--- src/rtl/core/swmf_pkg.sv ---
// Shared constants and types of the sliding window median filter.
package swmf_pkg;

    // Parameter defaults
    localparam int MAX_WINDOW_DEF   = 15;
    localparam int SAMPLE_WIDTH_DEF = 32;

    // Configuration port
    localparam int WINDOW_SIZE_W = 4;
    localparam int FIELD_SEL_W   = 2;
    localparam int CFG_IDX_W     = 2;
    localparam int CFG_DATA_W    = 4;

    localparam logic [CFG_IDX_W-1:0] REG_WINDOW_SIZE  = 2'd0;
    localparam logic [CFG_IDX_W-1:0] REG_FIELD_SELECT = 2'd1;

    localparam logic [WINDOW_SIZE_W-1:0] WINDOW_SIZE_RESET = 4'd3;

    // Field select codes
    localparam logic [FIELD_SEL_W-1:0] FIELD_VELOCITY = 2'd0;
    localparam logic [FIELD_SEL_W-1:0] FIELD_POWER    = 2'd1;
    localparam logic [FIELD_SEL_W-1:0] FIELD_WIDTH    = 2'd2;
    localparam logic [FIELD_SEL_W-1:0] FIELD_NONE     = 2'd3;

    // Status handed from one sorting cell to the next
    typedef struct packed {
        logic valid;  // cell holds a sample
        logic above;  // held sample is greater than the one being inserted
    } t_cell_flags;

endpackage

--- src/rtl/core/sliding_window_median_filter.sv ---
// Top level of the sliding window median filter: history, control and output stage.
//
// Cells leave in order, W-1-W/2 inputs behind the input, where W is the window
// size (0 counts as 1, sizes above MAX_WINDOW count as MAX_WINDOW). A cell that
// gets the median first has the window samples enter the sorting row of
// MAX_WINDOW cells, one sample per cycle, and is then loaded into the output
// register, later while the output is stalled. A passed cell goes straight to
// the output register. A last input flushes up to W-W/2 cells, one per cycle
// while the output is not stalled. While a result waits in the output register
// the next input is still taken.
module sliding_window_median_filter import swmf_pkg::*; #(
    parameter int MAX_WINDOW   = MAX_WINDOW_DEF,
    parameter int SAMPLE_WIDTH = SAMPLE_WIDTH_DEF
) (
    input  logic                           i_clk,
    input  logic                           i_rst_n,
    // configuration
    input  logic                           i_cfg_we,
    input  logic        [CFG_IDX_W-1:0]    i_cfg_idx,
    input  logic        [CFG_DATA_W-1:0]   i_cfg_data,
    // input channel
    input  logic                           i_in_valid,
    output logic                           o_in_stall,
    input  logic signed [SAMPLE_WIDTH-1:0] i_velocity_in,
    input  logic signed [SAMPLE_WIDTH-1:0] i_power_in,
    input  logic signed [SAMPLE_WIDTH-1:0] i_width_in,
    input  logic                           i_last_item,
    // output channel
    output logic                           o_out_valid,
    input  logic                           i_out_stall,
    output logic signed [SAMPLE_WIDTH-1:0] o_velocity_out,
    output logic signed [SAMPLE_WIDTH-1:0] o_power_out,
    output logic signed [SAMPLE_WIDTH-1:0] o_width_out,
    output logic                           o_last_out
);

    localparam int IDX_W = (MAX_WINDOW > 1) ? $clog2(MAX_WINDOW) : 1;
    localparam int WIN_W = $clog2(MAX_WINDOW + 1);
    localparam int CMP_W = (WIN_W > WINDOW_SIZE_W) ? WIN_W : WINDOW_SIZE_W;

    localparam logic [1:0] ST_IDLE = 2'd0;
    localparam logic [1:0] ST_SORT = 2'd1;
    localparam logic [1:0] ST_EMIT = 2'd2;

    // Configuration registers
    logic [WINDOW_SIZE_W-1:0] r_window_size;
    logic [FIELD_SEL_W-1:0]   r_field_select;

    // Control registers
    logic [1:0]       r_state,  n_state;
    logic [IDX_W-1:0] r_seen,   n_seen;
    logic [IDX_W-1:0] r_feed,   n_feed;
    logic [IDX_W-1:0] r_age,    n_age;
    logic [IDX_W-1:0] r_mid,    n_mid;
    logic [WIN_W-1:0] r_win,    n_win;
    logic             r_filt,   n_filt;
    logic             r_flush,  n_flush;
    logic             r_out_valid, n_out_valid;

    // History shift line, newest first
    logic signed [SAMPLE_WIDTH-1:0] r_hist_vel [MAX_WINDOW];
    logic signed [SAMPLE_WIDTH-1:0] r_hist_pow [MAX_WINDOW];
    logic signed [SAMPLE_WIDTH-1:0] r_hist_wid [MAX_WINDOW];

    // Output payload
    logic signed [SAMPLE_WIDTH-1:0] r_out_vel;
    logic signed [SAMPLE_WIDTH-1:0] r_out_pow;
    logic signed [SAMPLE_WIDTH-1:0] r_out_wid;
    logic                           r_out_last;

    logic                           w_in_accept;
    logic                           w_load;
    logic        [CMP_W-1:0]        w_ws_ext;
    logic        [WIN_W-1:0]        w_win;
    logic        [WIN_W-1:0]        w_win_m1;
    logic        [WIN_W-1:0]        w_half;
    logic        [WIN_W-1:0]        w_delay;
    logic        [IDX_W-1:0]        w_delay_idx;
    logic        [IDX_W-1:0]        w_seen_c;
    logic        [IDX_W-1:0]        w_first;
    logic                           w_full;
    logic                           w_emit_any;
    logic                           w_filt;
    logic        [IDX_W-1:0]        w_rd_idx;
    logic signed [SAMPLE_WIDTH-1:0] w_rd_vel;
    logic signed [SAMPLE_WIDTH-1:0] w_rd_pow;
    logic signed [SAMPLE_WIDTH-1:0] w_rd_wid;
    logic signed [SAMPLE_WIDTH-1:0] w_feed_sample;
    logic signed [SAMPLE_WIDTH-1:0] w_median;

    assign w_in_accept = i_in_valid && (r_state == ST_IDLE);
    assign o_in_stall  = (r_state != ST_IDLE);
    assign w_load      = (r_state == ST_EMIT) && (!r_out_valid || !i_out_stall);

    // Take configuration writes
    always_ff @(posedge i_clk) begin
        if (!i_rst_n) begin
            r_window_size  <= WINDOW_SIZE_RESET;
            r_field_select <= FIELD_VELOCITY;
        end else if (i_cfg_we) begin
            case (i_cfg_idx)
                REG_WINDOW_SIZE:  r_window_size  <= i_cfg_data[WINDOW_SIZE_W-1:0];
                REG_FIELD_SELECT: r_field_select <= i_cfg_data[FIELD_SEL_W-1:0];
                default: ;
            endcase
        end
    end

    // Clamp the window and derive half width, delay and clamped count
    always_comb begin
        w_ws_ext = CMP_W'(r_window_size);
        if (r_window_size == '0) begin
            w_win = WIN_W'(1);
        end else if (w_ws_ext > CMP_W'(MAX_WINDOW)) begin
            w_win = WIN_W'(MAX_WINDOW);
        end else begin
            w_win = w_ws_ext[WIN_W-1:0];
        end
        w_win_m1    = w_win - WIN_W'(1);
        w_half      = w_win >> 1;
        w_delay     = w_win_m1 - w_half;
        w_delay_idx = w_delay[IDX_W-1:0];
        if (WIN_W'(r_seen) > w_win_m1) begin
            w_seen_c = w_win_m1[IDX_W-1:0];
        end else begin
            w_seen_c = r_seen;
        end
        w_full = (WIN_W'(w_seen_c) == w_win_m1);
        if (i_last_item) begin
            w_first    = (w_seen_c < w_delay_idx) ? w_seen_c : w_delay_idx;
            w_emit_any = 1'b1;
            w_filt     = (w_first == w_delay_idx) && w_full && w_win[0];
        end else begin
            w_first    = w_delay_idx;
            w_emit_any = (w_seen_c >= w_delay_idx);
            w_filt     = w_full;
        end
        if (r_field_select == FIELD_NONE) begin
            w_filt = 1'b0;
        end
    end

    // Shift the history on each accepted beat
    always_ff @(posedge i_clk) begin
        if (w_in_accept) begin
            for (int j = MAX_WINDOW - 1; j > 0; j--) begin
                r_hist_vel[j] <= r_hist_vel[j-1];
                r_hist_pow[j] <= r_hist_pow[j-1];
                r_hist_wid[j] <= r_hist_wid[j-1];
            end
            r_hist_vel[0] <= i_velocity_in;
            r_hist_pow[0] <= i_power_in;
            r_hist_wid[0] <= i_width_in;
        end
    end

    // Read the history at the feed position or the emitted age
    assign w_rd_idx = (r_state == ST_SORT) ? r_feed : r_age;
    assign w_rd_vel = r_hist_vel[w_rd_idx];
    assign w_rd_pow = r_hist_pow[w_rd_idx];
    assign w_rd_wid = r_hist_wid[w_rd_idx];

    always_comb begin
        case (r_field_select)
            FIELD_VELOCITY: w_feed_sample = w_rd_vel;
            FIELD_POWER:    w_feed_sample = w_rd_pow;
            default:        w_feed_sample = w_rd_wid;
        endcase
    end

    swmf_sorter #(
        .MAX_WINDOW  (MAX_WINDOW),
        .SAMPLE_WIDTH(SAMPLE_WIDTH)
    ) u_sorter (
        .i_clk    (i_clk),
        .i_rst_n  (i_rst_n),
        .i_clear  (w_in_accept),
        .i_insert (r_state == ST_SORT),
        .i_sample (w_feed_sample),
        .i_mid_idx(r_mid),
        .o_median (w_median)
    );

    // Sequence accept, sort and emit
    always_comb begin
        n_state     = r_state;
        n_seen      = r_seen;
        n_feed      = r_feed;
        n_age       = r_age;
        n_mid       = r_mid;
        n_win       = r_win;
        n_filt      = r_filt;
        n_flush     = r_flush;
        n_out_valid = w_load ? 1'b1 : (i_out_stall ? r_out_valid : 1'b0);
        case (r_state)
            ST_IDLE: begin
                if (w_in_accept) begin
                    if (i_last_item) begin
                        n_seen = '0;
                    end else if (WIN_W'(w_seen_c) + WIN_W'(1) > w_win_m1) begin
                        n_seen = w_win_m1[IDX_W-1:0];
                    end else begin
                        n_seen = w_seen_c + IDX_W'(1);
                    end
                    n_feed  = '0;
                    n_age   = w_first;
                    n_mid   = w_half[IDX_W-1:0];
                    n_win   = w_win;
                    n_filt  = w_filt;
                    n_flush = i_last_item;
                    if (w_filt) begin
                        n_state = ST_SORT;
                    end else if (w_emit_any) begin
                        n_state = ST_EMIT;
                    end
                end
            end
            ST_SORT: begin
                if (WIN_W'(r_feed) == r_win - WIN_W'(1)) begin
                    n_state = ST_EMIT;
                end else begin
                    n_feed = r_feed + IDX_W'(1);
                end
            end
            ST_EMIT: begin
                if (w_load) begin
                    n_filt = 1'b0;
                    if (r_flush && (r_age != '0)) begin
                        n_age = r_age - IDX_W'(1);
                    end else begin
                        n_state = ST_IDLE;
                    end
                end
            end
            default: begin
                n_state = ST_IDLE;
            end
        endcase
    end

    always_ff @(posedge i_clk) begin
        if (!i_rst_n) begin
            r_state     <= ST_IDLE;
            r_seen      <= '0;
            r_feed      <= '0;
            r_age       <= '0;
            r_mid       <= '0;
            r_win       <= '0;
            r_filt      <= 1'b0;
            r_flush     <= 1'b0;
            r_out_valid <= 1'b0;
        end else begin
            r_state     <= n_state;
            r_seen      <= n_seen;
            r_feed      <= n_feed;
            r_age       <= n_age;
            r_mid       <= n_mid;
            r_win       <= n_win;
            r_filt      <= n_filt;
            r_flush     <= n_flush;
            r_out_valid <= n_out_valid;
        end
    end

    // Load the output beat, replacing the selected field by the median
    always_ff @(posedge i_clk) begin
        if (w_load) begin
            r_out_vel  <= (r_filt && (r_field_select == FIELD_VELOCITY)) ? w_median : w_rd_vel;
            r_out_pow  <= (r_filt && (r_field_select == FIELD_POWER))    ? w_median : w_rd_pow;
            r_out_wid  <= (r_filt && (r_field_select == FIELD_WIDTH))    ? w_median : w_rd_wid;
            r_out_last <= r_flush && (r_age == '0);
        end
    end

    assign o_out_valid    = r_out_valid;
    assign o_velocity_out = r_out_vel;
    assign o_power_out    = r_out_pow;
    assign o_width_out    = r_out_wid;
    assign o_last_out     = r_out_last;

`ifndef SYNTHESIS
    // The feed position stays inside the window while sorting
    a_feed_in_window: assert property (@(posedge i_clk) disable iff (!i_rst_n)
        (r_state == ST_SORT) |-> (WIN_W'(r_feed) < r_win))
        else $error("sort feed beyond window");

    // A median is only emitted after a sorting pass
    a_filt_after_sort: assert property (@(posedge i_clk) disable iff (!i_rst_n)
        (r_state == ST_EMIT && r_filt) |->
        ($past(r_state) == ST_SORT || $past(r_state) == ST_EMIT))
        else $error("median emitted without sorting");

    // Loading the final flushed cell returns the block to idle
    a_last_ends_item: assert property (@(posedge i_clk) disable iff (!i_rst_n)
        (w_load && r_flush && r_age == '0) |=> (r_state == ST_IDLE && o_last_out))
        else $error("last beat did not end the item");

    // The emitted age never reaches the window size
    a_age_in_window: assert property (@(posedge i_clk) disable iff (!i_rst_n)
        (r_state == ST_EMIT) |-> (WIN_W'(r_age) < r_win))
        else $error("emit age beyond window");
`endif

endmodule

--- src/rtl/core/swmf_sort_cell.sv ---
// One cell of the insertion sorting row: holds one sample of the sorted window.
module swmf_sort_cell import swmf_pkg::*; #(
    parameter int SAMPLE_WIDTH = SAMPLE_WIDTH_DEF
) (
    input  logic                           i_clk,
    input  logic                           i_rst_n,
    input  logic                           i_clear,
    input  logic                           i_insert,
    input  logic signed [SAMPLE_WIDTH-1:0] i_sample,
    input  logic signed [SAMPLE_WIDTH-1:0] i_prev_value,
    input  t_cell_flags                    i_prev_flags,
    output logic signed [SAMPLE_WIDTH-1:0] o_value,
    output t_cell_flags                    o_flags
);

    logic                           r_valid;
    logic                           n_valid;
    logic signed [SAMPLE_WIDTH-1:0] r_value;
    logic signed [SAMPLE_WIDTH-1:0] n_value;
    logic                           w_above;

    // Compare the held sample against the one being inserted
    assign w_above = r_valid && (r_value > i_sample);

    // Keep a held sample not greater than the new one, else take the lower neighbor's or the new one
    always_comb begin
        if (r_valid && !w_above) begin
            n_value = r_value;
        end else if (i_prev_flags.above) begin
            n_value = i_prev_value;
        end else begin
            n_value = i_sample;
        end
        n_valid = r_valid | i_prev_flags.valid;
    end

    always_ff @(posedge i_clk) begin
        if (!i_rst_n) begin
            r_valid <= 1'b0;
        end else if (i_clear) begin
            r_valid <= 1'b0;
        end else if (i_insert) begin
            r_valid <= n_valid;
        end
    end

    always_ff @(posedge i_clk) begin
        if (i_insert) begin
            r_value <= n_value;
        end
    end

    assign o_value       = r_value;
    assign o_flags.valid = r_valid;
    assign o_flags.above = w_above;

endmodule

--- src/rtl/core/swmf_sorter.sv ---
// Cell row that keeps the window sorted ascending, one insert a cycle on i_insert.
module swmf_sorter import swmf_pkg::*; #(
    parameter int MAX_WINDOW   = MAX_WINDOW_DEF,
    parameter int SAMPLE_WIDTH = SAMPLE_WIDTH_DEF,
    localparam int IDX_W       = (MAX_WINDOW > 1) ? $clog2(MAX_WINDOW) : 1
) (
    input  logic                           i_clk,
    input  logic                           i_rst_n,
    input  logic                           i_clear,
    input  logic                           i_insert,
    input  logic signed [SAMPLE_WIDTH-1:0] i_sample,
    input  logic        [IDX_W-1:0]        i_mid_idx,
    output logic signed [SAMPLE_WIDTH-1:0] o_median
);

    logic signed [SAMPLE_WIDTH-1:0] w_value [MAX_WINDOW];
    t_cell_flags                    w_flags [MAX_WINDOW];

    // Chain the cells; the first one sees a full, lower neighbor
    for (genvar g = 0; g < MAX_WINDOW; g++) begin : g_cell
        logic signed [SAMPLE_WIDTH-1:0] w_prev_value;
        t_cell_flags                    w_prev_flags;

        if (g == 0) begin : g_head
            assign w_prev_value       = '0;
            assign w_prev_flags.valid = 1'b1;
            assign w_prev_flags.above = 1'b0;
        end else begin : g_link
            assign w_prev_value = w_value[g-1];
            assign w_prev_flags = w_flags[g-1];
        end

        swmf_sort_cell #(
            .SAMPLE_WIDTH(SAMPLE_WIDTH)
        ) u_cell (
            .i_clk       (i_clk),
            .i_rst_n     (i_rst_n),
            .i_clear     (i_clear),
            .i_insert    (i_insert),
            .i_sample    (i_sample),
            .i_prev_value(w_prev_value),
            .i_prev_flags(w_prev_flags),
            .o_value     (w_value[g]),
            .o_flags     (w_flags[g])
        );
    end

    // Pick the middle element of the sorted window
    assign o_median = w_value[i_mid_idx];

endmodule
--- config.mk ---
export PLATFORM = sky130hd
export DESIGN_NAME = sliding_window_median_filter
export DESIGN_NICKNAME = d
export VERILOG_FILES = /design/src/rtl/core/swmf_pkg.sv /design/src/rtl/core/sliding_window_median_filter.sv /design/src/rtl/core/swmf_sort_cell.sv /design/src/rtl/core/swmf_sorter.sv
export SDC_FILE = /design/constraint.sdc
export NUM_CORES = 2
export LEC_CHECK = 0
export ABC_AREA = 1
export BUFFER_PORTS_ARGS = -buffer_cell sky130_fd_sc_hd__buf_4
export CORE_ASPECT_RATIO = 1.2
export CORE_MARGIN = 3
export CORE_UTILIZATION = 56
export DETAILED_ROUTE_END_ITERATION = 8
export GPL_ROUTABILITY_DRIVEN = 0
export PLACE_DENSITY = 0.73
export SETUP_SLACK_MARGIN = 0.02
export SKIP_LAST_GASP = 1
export SYNTH_ARGS = -nofsm -noshare
export SYNTH_HDL_FRONTEND = slang
export SYNTH_SLANG_ARGS = --single-unit
--- constraint.sdc ---
create_clock -name i_clk -period 86.5 [get_ports i_clk]
set_clock_uncertainty 0.2 [all_clocks]
set_input_delay 8.65 -clock i_clk [delete_from_list [all_inputs] [get_ports i_clk]]
set_output_delay 8.65 -clock i_clk [all_outputs]
set_load 0.02 [all_outputs]
After elaboration in Yosys (flattened, before gate mapping)
Memories as Yosys holds them, arrays and structs flattened.
Cells that the tools add are included.
- reductions and logical operators: 89
- muxes and demuxes: 53
- add/subtract/negate cells: 6
- $lt $le $gt $ge: 21
- bitwise gates (word level): 31
- equality and inequality tests: 17
- operators with widths (cell ; count):
    two-way mux 32 bit ; 19
    greater-than comparator 32 bit ; 15
    binary-select mux 32 bit (select 4 bit) ; 1
    one-hot mux 32 bit (2 select lines) ; 1
    two-way mux 4 bit ; 13
    logical AND 1 bit ; 39
    AND reduction 2 bit ; 18
    logical NOT 1 bit ; 17
    NOT 1 bit ; 16
    one-hot mux 4 bit (2 select lines) ; 2
    OR 1 bit ; 14
    equality test 4 bit ; 3
    two-way mux 2 bit ; 6
    subtractor 4 x 1 -> 4 bit, second input constant ; 3
    two-way mux 1 bit ; 9
    adder 4 x 1 -> 4 bit, second input constant ; 2
    greater-than comparator 4 bit ; 2
    logical NOT 4 bit ; 2
    != test 2 bit, second input constant ; 4
    equality test 2 x 1 -> 1 bit, second input constant ; 3
    equality test 2 bit, second input constant ; 3
    logical NOT 2 bit ; 3
    != test 2 x 1 -> 1 bit, second input constant ; 3
    one-hot mux 2 bit (3 select lines) ; 1
    other kinds (15) ; 18
- memories: 3
- memory bits (writable): 1440
- register bits: 622
- input port bits: 108
- logic and storage cells: 265
- output and inout bits: 99
- memory list (name ; words ; bits a word ; rd ports ; clocked after memory_dff ; wr ports ; RTL line ; text):
    r_hist_pow ; 15 ; 32 ; 15 ; 0 ; 15 ; sliding_window_median_filter.sv:62 ; logic signed [SAMPLE_WIDTH-1:0] r_hist_pow [MAX_WINDOW];
    r_hist_vel ; 15 ; 32 ; 15 ; 0 ; 15 ; sliding_window_median_filter.sv:61 ; logic signed [SAMPLE_WIDTH-1:0] r_hist_vel [MAX_WINDOW];
    r_hist_wid ; 15 ; 32 ; 15 ; 0 ; 15 ; sliding_window_median_filter.sv:63 ; logic signed [SAMPLE_WIDTH-1:0] r_hist_wid [MAX_WINDOW];

Logic depth before layout (Yosys ltp)
- depth in word-level cells: 16
- depth in mapped cells: 32
- mapped depth without buffers: 28

Cells and area by module
From an unflattened synthesis, not the netlist that was laid out.
- cells, all modules: 10000
- area total of the unflattened synthesis: 101584.9 µm²
- by module, submodules not included (module ; cells an instance ; instances ; area an instance (µm²) ; sequential area each (µm²)):
    sliding_window_median_filter ; 4721 ; 1 ; 61969.4 ; 46694.8
    swmf_sort_cell (u_sorter.g_cell[13].u_cell ...) ; 256 ; 11 ; 2224.6 ; 980.9
    swmf_sort_cell (u_sorter.g_cell[0].u_cell ...) ; 253 ; 4 ; 2230.9 ; 980.9
    swmf_sorter ; 1451 ; 1 ; 6221.0 ; 0.0

Worst setup path after synthesis
OpenSTA, ideal clock, no wires.
- path type: input -> register
- from: input port i_in_valid
- to: register r_seen[2]
- cell stages on the path: 6
- slack: 8072 ps
- arrival: 78146 ps
- buffers on the path: 0
- required time: 86218 ps
- library setup time: 82 ps
- cell sequence: inv_1 nor2_1 nand2_1 nor2_1 o21ai_0 o21ai_1
- word-level cells in the longest chain between the ends: 2
- ends and longest elaborated chain (what ; RTL line ; text):
    start, declared ; sliding_window_median_filter.sv:22 ; input logic i_in_valid,
    logical AND 1 bit ; sliding_window_median_filter.sv:91 ; assign w_in_accept = i_in_valid && (r_state == ST_IDLE);
    named net u_sorter.g_cell[0].u_cell.i_clear ; swmf_sort_cell.sv:7 ; input logic i_clear,
    AND reduction 2 bit (no line) ; n/a ;
    end signal, assigned ; sliding_window_median_filter.sv:254 ; r_seen <= n_seen;
    end, declared ; sliding_window_median_filter.sv:51 ; logic [IDX_W-1:0] r_seen, n_seen;
The timed path passes the listed nets, and every way through them passes these cells.
A chain may end at the register's enable or synchronous reset.

==> impl_metrics.json <==
{
  "yosys.area.top_type_share_pct": 66.0,
  "finalHoldViolations": 0,
  "critPathBufInv": 7,
  "report.final.setup_viol": 0,
  "worst_slew_pin_slew_ns": 1.14,
  "final_net_count": 7333,
  "total_power_after_layout_mw": 3.88,
  "leading_cell_types_by_count_after_synthesis": "1,793 x sky130_fd_sc_hd__edfxtp_1, 1,011 x sky130_fd_sc_hd__o21ai_0, 939 x sky130_fd_sc_hd__nand2_1",
  "cpMaxStageDelayCell": "sky130_fd_sc_hd__buf_4",
  "synth_edf_count": 1793,
  "final-max-slew-violation-count": 0,
  "criticalPathCategory": "input port to register",
  "clock_tree_from_tritoncts": "yes",
  "post_drt_via_cell_ratio": 6.47,
  "num_io_pins": 207,
  "critical_path.max_stage_delay_ns": 1.00,
  "routed-via-count": 58348,
  "pwr-share-seq_pct": 37.6,
  "p_r_area_growth_vs_syn_pct": 10.1,
  "cts_max_path_buffers": 3,
  "floorplan.initialDensity_pct": 56.7,
  "net_switching_power_figure_mw": 1.66,
  "crit_path_end_kind": "register",
  "postSynth.asyncResetShare_pct": 0,
  "numCtsBuffers": 175,
  "worstHoldPathType": "register to register",
  "cpLargestDelayFamily": "buffers and inverters",
  "maximum_fanout_along_the_worst_path": 214,
  "layout.filler_cells": 10845,
  "swShare_pct": 42.7,
  "cts_max_level": 4,
  "route.antenna.remaining_nets": 0,
  "synth_top_flop_cell": "sky130_fd_sc_hd__edfxtp_1",
  "grt.overflow.total": 0,
  "drt-wirelength-per-cell_um": 23.9,
  "max-cap-violations": 0,
  "worst_setup_sp_type": "input port",
  "cts_hold_repair.buffers": 0,
  "max-vdd-ir-drop_v": 0.0000298,
  "internal-power_mw": 2.22,
  "postCtsResizedCells": 0,
  "gr-usage-all-layers_pct": 27.9,
  "floorplan_die_height_um": 424,
  "post-dp-hpwl_mm": 136,
  "synth.area.top_cells": "sky130_fd_sc_hd__edfxtp_1 66%, sky130_fd_sc_hd__o21ai_0 6.2%, sky130_fd_sc_hd__nand2_1 4.3%",
  "drtPass1Iterations": 6,
  "status": "finished, final reports clean",
  "die_w_um": 355,
  "seq_area_frac_synth_pct": 66.8,
  "final.min_clock_period_ns": 13.33,
  "clock_power_share_pct": 19.4,
  "crit_chain": "buf_4, inv_1, nor2_4, buf_12, buf_4, buf_12, buf_12, buf_4",
  "rsz_0062_raised_after_global_routing": "false",
  "post-route-period-util_pct": 15.4,
  "cts.clk_slew.worst_paths_ns": 0.06,
  "grt_start_max_net_pins": 235,
  "number_of_sinks_driven_by_the_clock_tree": 1828,
  "worst-endpoint-arrival_ns": 13.54,
  "combinationalPowerShare_pct": 43.0,
  "power.leakage_nw": 32.2,
  "yosys.area.top_type": "sky130_fd_sc_hd__edfxtp_1",
  "synth_most_common_cell": "sky130_fd_sc_hd__edfxtp_1",
  "slew-limit-headroom_pct": 23.2,
  "antenna_cells": 0,
  "core_sq_um": 144000,
  "critical_path_required_ns": 86.71,
  "setup_tns_ns": 0,
  "detailedRoute.firstIterationViolations": 8765,
  "synthesis.nets": 7334,
  "layout-drive-gt1-share_pct": 8.63,
  "syn_inst": 6950,
  "powerDensity_nw_per_um2": 43.2,
  "initial_antenna_violation_count": 3,
  "max_freq_mhz": 75.0,
  "syn_area_sq_um": 81600,
  "synth.yosys.warnings": 0,
  "clk_latency_ns": 0.81,
  "grt_pass1_wl_mm": 328,
  "yosys_register_bits": 1828,
  "std_cell_rows": 152,
  "portBuffers": 206,
  "clk_root_buffer_cell": "sky130_fd_sc_hd__clkbuf_16",
  "synth.lib_cells_used.distinct": 54,
  "postSynthAreaPerCell_sq_um": 11.7,
  "totalWireLength_mm": 215,
  "floorplan.die_area_sq_um": 150000,
  "post_cts_setup_driven_buffer_insertion_count": 0,
  "route.detailed.drc": 0,
  "grt_pass1_vias": 55620
}
## per-stage QoR
| stage | cells | utilization [%] | hold slack (ns) | area, sq um | worst slack (ns) |
|---|---|---|---|---|---|
| CTS | 9013 | 62.4 | 0.233 | 89900 | 73.31 |
| floorplan | 6950 | - | 0.221 | 81600 | 8.07 |
| global route | 9013 | 62.4 | 0.243 | 89900 | 72.94 |
| finish | 9013 | 62.4 | 0.234 | 89900 | 73.17 |
| global placement | 8697 | 58.6 | 0.222 | 84300 | 72.53 |
| detailed placement | 8697 | 58.6 | 0.226 | 84300 | 72.39 |
## sequential cells by signal, summed over array words and instances, names as in the netlist, 2 cells and up
name and flops:
o_width_out 32, o_velocity_out 32, r_hist_pow 480, u_sorter.g_cell.u_cell.o_value 256, u_sorter.g_cell.u_cell.r_valid 8, r_window_size 4
r_age 4, r_hist_vel 480, r_hist_wid 480, r_state 2, r_seen 4, o_power_out 32
r_field_select 2, r_feed 4, r_win 4
## path summary, 6_finish.rpt
kind	slack, ns	cells past startpoint	end	startpoint
hold reg to reg	0.23	0	r_hist_wid[2][2]$_DFFE_PP_	r_hist_wid[1][2]$_DFFE_PP_
hold / removal	0.23	0	r_hist_wid[2][2]$_DFFE_PP_	r_hist_wid[1][2]$_DFFE_PP_
setup reg to reg	75.45	27	u_sorter.g_cell[1].u_cell.o_value[10]$_DFFE_PP_	r_state[1]$_SDFFE_PN0P_
setup / recovery	73.17	8	r_hist_wid[1][15]$_DFFE_PP_	i_in_valid
## cell usage in the layout, fill, tap and decap left out, types with 8 or more instances in the layout
| master | instances |
|---|---|
| sky130_fd_sc_hd__dfxtp_1 | 32 |
| sky130_fd_sc_hd__nor2_4 | 25 |
| sky130_fd_sc_hd__a21oi_1 | 189 |
| sky130_fd_sc_hd__a31oi_1 | 8 |
| sky130_fd_sc_hd__nor4_1 | 14 |
| sky130_fd_sc_hd__nor3_1 | 9 |
| sky130_fd_sc_hd__o21ai_0 | 1011 |
| sky130_fd_sc_hd__bufinv_16 | 14 |
| sky130_fd_sc_hd__o21ai_1 | 128 |
| sky130_fd_sc_hd__nand3_1 | 104 |
| sky130_fd_sc_hd__a221oi_1 | 11 |
| sky130_fd_sc_hd__o211ai_1 | 198 |
| sky130_fd_sc_hd__o21ai_2 | 13 |
| sky130_fd_sc_hd__o22ai_1 | 190 |
| sky130_fd_sc_hd__o211a_1 | 10 |
| sky130_fd_sc_hd__a211oi_1 | 15 |
| sky130_fd_sc_hd__o221ai_1 | 141 |
| sky130_fd_sc_hd__nand4_1 | 228 |
| sky130_fd_sc_hd__a21oi_2 | 10 |
| sky130_fd_sc_hd__nor2_1 | 874 |
| sky130_fd_sc_hd__clkbuf_1 | 43 |
| sky130_fd_sc_hd__buf_4 | 283 |
| sky130_fd_sc_hd__buf_12 | 8 |
| sky130_fd_sc_hd__edfxtp_1 | 1793 |
| sky130_fd_sc_hd__ha_1 | 275 |
| sky130_fd_sc_hd__clkinv_1 | 38 |
| sky130_fd_sc_hd__nand2_1 | 937 |
| sky130_fd_sc_hd__inv_6 | 10 |
| sky130_fd_sc_hd__clkbuf_16 | 178 |
| sky130_fd_sc_hd__clkinv_2 | 23 |
| sky130_fd_sc_hd__inv_1 | 192 |
## power groups by stage
stage | Sequential (mW) | Combinational (mW) | Clock [mW]
after CTS | 1.45 | 1.63 | 0.763
after floorplan | 1.83 | 1.03 | 0
after detailed placement | 1.47 | 1.62 | 0
after global routing | 1.48 | 1.81 | 0.797
final | 1.46 | 1.67 | 0.752
after global placement | 1.45 | 1.57 | 0
## layout make-up
class,count,area [sq um],area share [%]
repair buffers,291,2280,2.54
clock buffers,221,4620,5.14
multi-input cells,4452,24300,27.0
inverters,201,803,0.894
clock inverters,95,896,0.997
well taps,1925,2410,2.68
flip-flops and latches,1828,54500,60.7
## cells by family (layout without fill, tap and decap cells)
group,Yosys count,count (layout),share of synthesized area [%]
AO/OA/AOI/OAI,1951,1951,13.9
adder cells (fa/ha/maj),276,276,4.24
flip-flops,1828,1828,66.8
AND/OR/NAND/NOR,2214,2214,11.4
buffers and inverters,670,808,3.58
XOR/XNOR,11,11,0.118
## per-layer routing
layer	wire (um)	GRT usage (%)	vias to the layer above
met5	23	0	-
met4	9870	13.2	4
met3	21000	4.77	507
met2	99800	43.1	3424
met1	84500	38.9	28562
li1	-	-	25851
Note: power is estimated with default switching activity, not from simulation.
